[src/rtl/rational_arithmetic_unit_defines.svh]
// assertion macros shared by the rational arithmetic unit
// no dependencies
`ifndef RATIONAL_ARITHMETIC_UNIT_DEFINES_SVH
`define RATIONAL_ARITHMETIC_UNIT_DEFINES_SVH

// implication checked on every rising clock edge outside reset
`define RAU_ASSERT_IMPLY(label, clk, rst, ante, cons, msg) \
   label: assert property (@(posedge clk) disable iff (rst) (ante) |-> (cons)) \
      else $error(msg);

// implication with the consequent checked in the cycle after the antecedent
`define RAU_ASSERT_NEXT(label, clk, rst, ante, cons, msg) \
   label: assert property (@(posedge clk) disable iff (rst) (ante) |=> (cons)) \
      else $error(msg);

`endif

[src/rtl/rau_pkg.sv]
// types, operation codes and constants for the rational arithmetic unit
// no dependencies
package rau_pkg;

   localparam int WORD_BITS_DEFAULT = 32;
   localparam int FIELD_BITS = 32;

   typedef enum logic [2:0] {
      OP_REDUCE  = 3'd0,
      OP_ADD     = 3'd1,
      OP_SUB     = 3'd2,
      OP_MUL     = 3'd3,
      OP_DIV     = 3'd4,
      OP_EQUAL   = 3'd5,
      OP_LESS    = 3'd6,
      OP_GREATER = 3'd7
   } op_type;

   typedef struct packed {
      logic [2:0]        operation;
      logic signed [31:0] a_num;
      logic signed [31:0] a_den;
      logic signed [31:0] b_num;
      logic signed [31:0] b_den;
   } req_type;

   typedef struct packed {
      logic signed [31:0] res_num;
      logic signed [31:0] res_den;
      logic               compare_true;
      logic               zero_gcd_error;
   } rsp_type;

   // datapath commands
   typedef enum logic [3:0] {
      CMD_NONE    = 4'd0,
      CMD_LOAD    = 4'd1,  // latch item, start first product pair
      CMD_MUL2    = 4'd2,  // second product pair
      CMD_FORM    = 4'd3,  // form n/d and compare outcome
      CMD_GCD_INIT = 4'd4, // x = n, y = d
      CMD_DIV_START = 4'd5,
      CMD_DIV_STEP = 4'd6,
      CMD_GCD_NEXT = 4'd7, // x = y, y = remainder
      CMD_DIV_N   = 4'd8,  // start n / g
      CMD_SAVE_N  = 4'd9,  // keep quotient as reduced n, start d / g
      CMD_SAVE_D  = 4'd10, // keep quotient as reduced d
      CMD_ZERO_G  = 4'd11  // flag zero gcd
   } cmd_type;

   typedef struct packed {
      logic is_compare;
      logic x_zero;
      logic y_zero;
      logic div_done;
   } status_type;

endpackage

[src/rtl/rational_arithmetic_unit.sv]
// Rational arithmetic unit: one item (operation and two fractions) in, one result out.
// Arithmetic results are reduced by Euclid's gcd with truncated remainders, each
// remainder from a shared radix-2 divider; compares skip the gcd. One item is in
// flight at a time. A zero over zero pair comes back unreduced with zero_gcd_error
// set.
// depends on rau_pkg, rau_control, rau_datapath
module rational_arithmetic_unit
   import rau_pkg::*;
#(
   parameter int WORD_BITS = WORD_BITS_DEFAULT
) (
   input  logic    clock,
   input  logic    reset,
   input  logic    req_valid,
   output logic    req_ready,
   input  req_type req_data,
   output logic    rsp_valid,
   input  logic    rsp_ready,
   output rsp_type rsp_data
);

   cmd_type    cmd;
   status_type status;

   rau_control u_control (
      .clock     (clock),
      .reset     (reset),
      .req_valid (req_valid),
      .req_ready (req_ready),
      .rsp_valid (rsp_valid),
      .rsp_ready (rsp_ready),
      .status    (status),
      .cmd       (cmd)
   );

   rau_datapath #(.WORD_BITS(WORD_BITS)) u_datapath (
      .clock    (clock),
      .reset    (reset),
      .req_data (req_data),
      .cmd      (cmd),
      .status   (status),
      .result   (rsp_data)
   );

endmodule

[src/rtl/rau_datapath.sv]
// datapath: operand registers, one shared multiplier and a radix-2 divider
// depends on rau_pkg
module rau_datapath
   import rau_pkg::*;
#(
   parameter int WORD_BITS = WORD_BITS_DEFAULT
) (
   input  logic       clock,
   input  logic       reset,
   input  req_type    req_data,
   input  cmd_type    cmd,
   output status_type status,
   output rsp_type    result
);

   localparam int CNT_BITS = $clog2(WORD_BITS + 1);

   typedef logic [WORD_BITS-1:0] word_type;

   function automatic word_type fit(input logic [31:0] v);
      word_type r;
      r = word_type'({{((WORD_BITS > 32) ? WORD_BITS - 32 : 1){v[31]}}, v});
      return r;
   endfunction

   // sign-extend or truncate a word back to the field width
   function automatic logic [FIELD_BITS-1:0] to_field(input word_type v);
      logic [63:0] w;
      w = 64'($signed(v));
      return w[FIELD_BITS-1:0];
   endfunction

   function automatic word_type magn(input word_type v);
      return v[WORD_BITS-1] ? word_type'(-v) : v;
   endfunction

   op_type   op_ff, op_in;
   word_type an_ff, ad_ff, bn_ff, bd_ff;
   word_type an_in, ad_in, bn_in, bd_in;
   word_type p1_ff, p2_ff, p1_in, p2_in;
   word_type x_ff, y_ff, x_in, y_in;
   word_type rn_ff, rd_ff, rn_in, rd_in;
   logic     cmp_ff, cmp_in, err_ff, err_in;

   // divider state: quotient shifts into dq, remainder in dr
   word_type dq_ff, dq_in, dr_ff, dr_in, dv_ff, dv_in;
   logic     dsq_ff, dsq_in, dsr_ff, dsr_in;
   logic [CNT_BITS-1:0] dcnt_ff, dcnt_in;

   word_type mul_a, mul_b, mul_p;
   word_type div_a, div_b;
   logic [WORD_BITS:0] trial;
   word_type q_signed, r_signed;

   assign mul_p = word_type'(mul_a * mul_b);
   assign trial = {dr_ff, dq_ff[WORD_BITS-1]} - {1'b0, dv_ff};
   assign q_signed = dsq_ff ? word_type'(-dq_ff) : dq_ff;
   assign r_signed = dsr_ff ? word_type'(-dr_ff) : dr_ff;

   always_comb begin
      mul_a = an_ff;
      mul_b = bd_ff;
      div_a = x_ff;
      div_b = y_ff;
      case (cmd)
         CMD_LOAD: begin
            mul_a = fit(req_data.a_num);
            mul_b = (req_data.operation == OP_MUL) ? fit(req_data.b_num)
                                                    : fit(req_data.b_den);
         end
         CMD_MUL2: begin
            case (op_ff)
               OP_MUL: begin mul_a = ad_ff; mul_b = bd_ff; end
               OP_DIV: begin mul_a = ad_ff; mul_b = bn_ff; end
               OP_REDUCE: begin mul_a = ad_ff; mul_b = bd_ff; end
               default: begin mul_a = bn_ff; mul_b = ad_ff; end
            endcase
         end
         // common denominator for add and sub
         CMD_FORM: begin mul_a = ad_ff; mul_b = bd_ff; end
         CMD_DIV_N: begin div_a = rn_ff; div_b = x_ff; end
         CMD_SAVE_N: begin div_a = rd_ff; div_b = x_ff; end
         default: begin
            mul_a = an_ff;
            mul_b = bd_ff;
         end
      endcase
   end

   always_comb begin
      op_in = op_ff;
      an_in = an_ff; ad_in = ad_ff; bn_in = bn_ff; bd_in = bd_ff;
      p1_in = p1_ff; p2_in = p2_ff;
      x_in = x_ff; y_in = y_ff;
      rn_in = rn_ff; rd_in = rd_ff;
      cmp_in = cmp_ff; err_in = err_ff;
      dq_in = dq_ff; dr_in = dr_ff; dv_in = dv_ff;
      dsq_in = dsq_ff; dsr_in = dsr_ff; dcnt_in = dcnt_ff;
      case (cmd)
         CMD_LOAD: begin
            op_in = op_type'(req_data.operation);
            an_in = fit(req_data.a_num);
            ad_in = fit(req_data.a_den);
            bn_in = fit(req_data.b_num);
            bd_in = fit(req_data.b_den);
            p1_in = mul_p;
         end
         CMD_MUL2: p2_in = mul_p;
         CMD_FORM: begin
            cmp_in = 1'b0;
            err_in = 1'b0;
            case (op_ff)
               OP_REDUCE: begin rn_in = an_ff; rd_in = ad_ff; end
               OP_ADD: begin rn_in = word_type'(p1_ff + p2_ff); rd_in = mul_p; end
               OP_SUB: begin rn_in = word_type'(p1_ff - p2_ff); rd_in = mul_p; end
               OP_MUL, OP_DIV: begin rn_in = p1_ff; rd_in = p2_ff; end
               OP_EQUAL: begin
                  rn_in = '0; rd_in = '0;
                  cmp_in = (an_ff == bn_ff) && (ad_ff == bd_ff);
               end
               OP_LESS: begin
                  rn_in = '0; rd_in = '0;
                  cmp_in = $signed(p1_ff) < $signed(p2_ff);
               end
               default: begin
                  rn_in = '0; rd_in = '0;
                  cmp_in = $signed(p2_ff) < $signed(p1_ff);
               end
            endcase
         end
         CMD_GCD_INIT: begin x_in = rn_ff; y_in = rd_ff; end
         CMD_DIV_START, CMD_DIV_N, CMD_SAVE_N: begin
            dq_in = magn(div_a);
            dr_in = '0;
            dv_in = magn(div_b);
            dsq_in = div_a[WORD_BITS-1] ^ div_b[WORD_BITS-1];
            dsr_in = div_a[WORD_BITS-1];
            dcnt_in = CNT_BITS'(WORD_BITS);
            if (cmd == CMD_SAVE_N) rn_in = q_signed;
         end
         CMD_DIV_STEP: begin
            if (!trial[WORD_BITS]) begin
               dr_in = trial[WORD_BITS-1:0];
               dq_in = {dq_ff[WORD_BITS-2:0], 1'b1};
            end else begin
               dr_in = {dr_ff[WORD_BITS-2:0], dq_ff[WORD_BITS-1]};
               dq_in = {dq_ff[WORD_BITS-2:0], 1'b0};
            end
            dcnt_in = dcnt_ff - 1'b1;
         end
         CMD_GCD_NEXT: begin x_in = y_ff; y_in = r_signed; end
         CMD_SAVE_D: rd_in = q_signed;
         CMD_ZERO_G: err_in = 1'b1;
         default: ;
      endcase
   end

   always_ff @(posedge clock) begin
      op_ff <= op_in;
      an_ff <= an_in; ad_ff <= ad_in; bn_ff <= bn_in; bd_ff <= bd_in;
      p1_ff <= p1_in; p2_ff <= p2_in;
      x_ff <= x_in; y_ff <= y_in;
      rn_ff <= rn_in; rd_ff <= rd_in;
      cmp_ff <= cmp_in; err_ff <= err_in;
      dq_ff <= dq_in; dr_ff <= dr_in; dv_ff <= dv_in;
      dsq_ff <= dsq_in; dsr_ff <= dsr_in;
      if (reset) begin
         dcnt_ff <= '0;
      end else begin
         dcnt_ff <= dcnt_in;
      end
   end

   assign status.is_compare = (op_ff == OP_EQUAL) || (op_ff == OP_LESS) ||
                              (op_ff == OP_GREATER);
   assign status.x_zero   = (x_ff == '0);
   assign status.y_zero   = (y_ff == '0);
   assign status.div_done = (dcnt_ff == '0);

   assign result.res_num = to_field(rn_ff);
   assign result.res_den = to_field(rd_ff);
   assign result.compare_true = cmp_ff;
   assign result.zero_gcd_error = err_ff;

endmodule

[src/rtl/rau_control.sv]
// sequencer for the rational arithmetic unit: handshake and datapath commands
// depends on rau_pkg and the assertion macro header
`include "rational_arithmetic_unit_defines.svh"
module rau_control
   import rau_pkg::*;
(
   input  logic       clock,
   input  logic       reset,
   input  logic       req_valid,
   output logic       req_ready,
   output logic       rsp_valid,
   input  logic       rsp_ready,
   input  status_type status,
   output cmd_type    cmd
);

   typedef enum logic [9:0] {
      ST_IDLE    = 10'b0000000001,
      ST_MUL2    = 10'b0000000010,
      ST_FORM    = 10'b0000000100,
      ST_INIT    = 10'b0000001000,
      ST_TEST    = 10'b0000010000,
      ST_GDIV    = 10'b0000100000,
      ST_NDIV    = 10'b0001000000,
      ST_DDIV    = 10'b0010000000,
      ST_SAVE    = 10'b0100000000,
      ST_OUT     = 10'b1000000000
   } state_type;

   state_type state_ff, state_in;

   assign req_ready = (state_ff == ST_IDLE);
   assign rsp_valid = (state_ff == ST_OUT);

   always_comb begin
      state_in = state_ff;
      cmd = CMD_NONE;
      case (state_ff)
         ST_IDLE: if (req_valid) begin
            cmd = CMD_LOAD;
            state_in = ST_MUL2;
         end
         ST_MUL2: begin cmd = CMD_MUL2; state_in = ST_FORM; end
         ST_FORM: begin cmd = CMD_FORM; state_in = ST_INIT; end
         ST_INIT: begin
            if (status.is_compare) begin
               state_in = ST_OUT;
            end else begin
               cmd = CMD_GCD_INIT;
               state_in = ST_TEST;
            end
         end
         ST_TEST: begin
            // y is zero: x holds the gcd
            if (!status.y_zero) begin
               cmd = CMD_DIV_START;
               state_in = ST_GDIV;
            end else if (status.x_zero) begin
               // gcd zero only when n and d are both zero
               cmd = CMD_ZERO_G;
               state_in = ST_OUT;
            end else begin
               state_in = ST_NDIV;
            end
         end
         ST_GDIV: begin
            if (!status.div_done) begin
               cmd = CMD_DIV_STEP;
            end else begin
               cmd = CMD_GCD_NEXT;
               state_in = ST_TEST;
            end
         end
         ST_NDIV: begin
            cmd = CMD_DIV_N;
            state_in = ST_DDIV;
         end
         ST_DDIV: begin
            if (!status.div_done) begin
               cmd = CMD_DIV_STEP;
            end else begin
               cmd = CMD_SAVE_N;
               state_in = ST_SAVE;
            end
         end
         ST_SAVE: begin
            if (!status.div_done) begin
               cmd = CMD_DIV_STEP;
            end else begin
               cmd = CMD_SAVE_D;
               state_in = ST_OUT;
            end
         end
         ST_OUT: if (rsp_ready) state_in = ST_IDLE;
         default: state_in = ST_IDLE;
      endcase
   end

   always_ff @(posedge clock) begin
      if (reset) begin
         state_ff <= ST_IDLE;
      end else begin
         state_ff <= state_in;
      end
   end

   `RAU_ASSERT_IMPLY(a_ready_only_idle, clock, reset, req_ready, !rsp_valid, "ready while result pending")
   `RAU_ASSERT_NEXT(a_accept_leaves_idle, clock, reset, req_valid && req_ready, !req_ready, "accepted item did not start")
   `RAU_ASSERT_NEXT(a_rsp_holds, clock, reset, rsp_valid && !rsp_ready, rsp_valid, "result dropped before taken")

endmodule
[config.mk]
export PLATFORM = sky130hd
export DESIGN_NAME = rational_arithmetic_unit
export DESIGN_NICKNAME = d
export VERILOG_FILES = /design/src/rtl/rau_pkg.sv /design/src/rtl/rational_arithmetic_unit.sv /design/src/rtl/rau_datapath.sv /design/src/rtl/rau_control.sv
export VERILOG_INCLUDE_DIRS = /design/src /design/src/rtl
export SDC_FILE = /design/constraint.sdc
export NUM_CORES = 2
export LEC_CHECK = 0
export BUFFER_PORTS_ARGS = -buffer_cell sky130_fd_sc_hd__buf_2
export CAP_MARGIN = 0
export CORE_ASPECT_RATIO = 0.8
export CORE_MARGIN = 4
export CORE_UTILIZATION = 30
export CTS_CLUSTER_SIZE = 40
export DETAILED_ROUTE_END_ITERATION = 16
export GPL_TIMING_DRIVEN = 0
export PLACE_DENSITY = 0.54
export SYNTH_ARGS = -nofsm -noshare
export SYNTH_HDL_FRONTEND = slang
export SYNTH_SLANG_ARGS = --single-unit
[constraint.sdc]
create_clock -name clock -period 15.6 [get_ports clock]
set_clock_uncertainty 0.2 [all_clocks]
set_input_delay 1.56 -clock clock [delete_from_list [all_inputs] [get_ports clock]]
set_output_delay 1.56 -clock clock [all_outputs]
set_load 0.1 [all_outputs]
==> out/results.ini <==
[timing]
worst_slew_pin_slew_ps = 1517
fin_crit_sh_pct = 97.63
setup_violations = 0
hold_viol = 0
rsz0062_at_grt = no
relSlewSlack_pct = -1.108
fin_tns_setup_ps = 0
period_needed_ps = 15230
slew_viol_final = 9
fmax_mhz = 65.66

[synth]
post_synth_num_cell_types = 103
ys.warnings.count = 0
syn-cell-area_um2 = 45750
synthArstFlopShare_pct = 0
synth_nets = 5761
synth_seq_cells = 439
netlist_instances = 4960
synth_top_flop_cell = edfxtp_1
yosysSeqAreaShare_pct = 28.47
synth_area_per_cell_um2 = 9.224
synth_edf_count = 423

[cts]
cts_sinks = 439
clock_path_buffers = 3
postCtsSetupBuffers = 0
cts_resized = 0
hold_buffers = 0
htreeDepth = 2
cts.clk_slew.worst_paths_ps = 70
cts_tree = yes
clockRootBuffer = clkbuf_16
clkLatencyLatePin_ps = 650
cts_buffers = 49

[run_status]
outcome = complete, but fails checks
violations = slew limit

[setup_path]
rrSetupSlack_ps = 610
crit_slowest_cell = o31ai_1
path_delay_family = compound AO/OA/AOI/OAI gates
cp.required_ps = 15870
crit_arrival_ps = 15500
reg2reg_to = u_datapath.rd_ff[29]
cp_common_cell = fa_1
cp_num_cells = 37
startpoint = req_valid
r2r_cells = 37
crit_path_max_incr_delay_ps = 1210
critPathCapture = u_datapath.rd_ff[29]
critPathKind = input pin to register
crit_path_end_kind = register
r2r-start = u_datapath.op_ff[0]
crit_fanout = 10
worst_setup_path_start_kind = input pin
crit_buf_inv = 11

[grt]
grt_max_degree = 42
grt-ovfl-total = 0
grt_pass1_wl_um = 295100
grt_pass1_vias = 39320
grt_antenna_before_repair = 13
grt_usage_pct = 25.59

[die]
fp.coreArea_um2 = 150600
initial_core_util_pct = 30.37
row_count = 127
dieHeight_um = 357.3
die_w_um = 444.6
die_area_um2 = 158800
ios = 203

[final_layout]
drive_above_1_share_pct = 8.748
final_cell_mix = inv_1, nor2_1, nand2_1
mostFrequentLayoutCell = inv_1
area_delta_synth_final_pct = 12.65
fillCellCount = 15740
nNetsFinal = 6043

[detailed_routing]
drtIter0Drc = 5642
wl_per_cell_um = 28.58
vias_per_cell = 5.662
drc = 0
dr.pass1.iters = 8
finalWirelength_um = 208200
vias = 41260
final_antenna_net_count = 0

[hold_path]
hp-class = register to register

[place]
io_buffers = 202
gp_congestion = 1.016
dpl.hpwl_um = 169300

[job]
maxCapViolations = 0

registers in the layout (all words and copies together), names as in the netlist, 10 cells and up:
name	flops
u_datapath.an_ff	32
u_datapath.bd_ff	32
u_datapath.x_ff	32
u_datapath.bn_ff	32
u_datapath.ad_ff	32
u_datapath.rd_ff	32
u_datapath.y_ff	32
u_datapath.rn_ff	32
u_datapath.dr_ff	32
u_control.state_ff	10
u_datapath.dq_ff	32
u_datapath.p1_ff	32
u_datapath.p2_ff	32
u_datapath.dv_ff	32
how the worst min path moves through the flow:
stage                               start                     to  cells after the start
floorplan           u_datapath.dcnt_ff[5]  u_datapath.dcnt_ff[5]                      2
global placement    u_datapath.dcnt_ff[5]  u_datapath.dcnt_ff[5]                      2
detailed placement  u_datapath.dcnt_ff[5]  u_datapath.dcnt_ff[5]                      2
CTS                 u_datapath.dcnt_ff[5]  u_datapath.dcnt_ff[5]                      2
global route        u_datapath.dcnt_ff[5]  u_datapath.dcnt_ff[5]                      2
finish              u_datapath.dcnt_ff[5]  u_datapath.dcnt_ff[5]                      2
metrics by stage:
step	cell area, µm²	hold slack [ps]	std cells	util, %	worst slack, ps
3_5_place_dp	49780	283.8	7190	33.04	53.64
6_report	51530	292.4	7286	34.21	369.1
2_1_floorplan	45750	246.8	4960	-	1391
4_1_cts	51520	294.5	7280	34.20	721.2
5_1_grt	51520	336.6	7280	34.20	284.6
3_3_place_gp	49260	269.2	7161	32.70	-5296
metal layers:
metal | GRT usage, % | wire [µm] | vias to the layer above
li1 | - | - | 17690
met1 | 37.63 | 92000 | 20640
met2 | 37.03 | 84780 | 2518
met3 | 4.735 | 21290 | 397
met4 | 9.871 | 10120 | 6
met5 | 0 | 50 | -
worst reg2reg max path, delay by kind of cell (launching register included):
kind	cells	cell delay [ps]
adders and majority gates	9	3670
buffers and inverters	11	3210
DFF	1	370
and+or+nand+nor	4	1360
AOI/OAI and AO/OA	12	5330
xor gates and xnor gates	1	700
cell families after synthesis:
kind of cell / count (synthesis) / share of synthesized area (%)
xor gates and xnor gates: 279 / 5.432
buffers and inverters: 910 / 7.565
DFF: 439 / 28.47
adders and majority gates: 666 / 24.96
muxes: 132 / 3.030
AOI/OAI and AO/OA: 1069 / 15.98
and+or+nand+nor: 1465 / 14.57
cells in the mapped netlist (12+ instances only):
cell,count,share of area (%)
inv_1,650,5.3
nor2_1,548,4.5
nand2_1,484,4.0
edfxtp_1,423,28
fa_1,411,18
a21oi_1,306,3.3
ha_1,255,7.0
clkbuf_1,207,1.7
xnor2_1,167,3.2
o21ai_0,139,1.5
xor2_1,109,2.1
mux2i_1,89,1.9
a31oi_1,79,1.1
nand2b_1,72,0.98
nor3_1,67,0.73
a221oi_1,46,0.88
nand3_1,45,0.49
a21o_1,42,0.69
mux2_2,42,1.0
a221o_1,40,0.88
nor4_1,38,0.52
nor2b_1,36,0.49
o31ai_1,36,0.59
a222oi_1,34,0.74
o22ai_1,34,0.46
o21bai_1,33,0.54
and2_1,32,0.44
a211oi_1,30,0.49
or3_1,28,0.38
buf_1,25,0.21
o21ai_1,25,0.27
nand4_1,24,0.33
o221ai_1,24,0.46
a32o_1,20,0.44
buf_2,17,0.19
dfxtp_1,16,0.70
or2_2,16,0.22
o41ai_1,15,0.29
or4_1,15,0.25
a211o_1,14,0.27
a22oi_1,14,0.23
o211ai_1,14,0.23
and3_1,13,0.18
o21a_1,12,0.20
cell type report:
cell class                 count  area (µm²)  share of cell area (%)
multi-input combinational   3611       29400                   57.04
sequential                   439       13020                   25.27
tap                         1999        2501                   4.853
inverter                     657        2470                   4.793
timing repair buffer         231        1385                   2.688
clock buffer                  60        1289                   2.501
buffer                       253       999.7                   1.940
clock inverter                30       455.4                  0.8838
antenna                        6       15.01                 0.02913
Power is left out: the tool's default activity adds up to more than one toggle a clock period on the data nets, which glitch-free logic cannot reach.
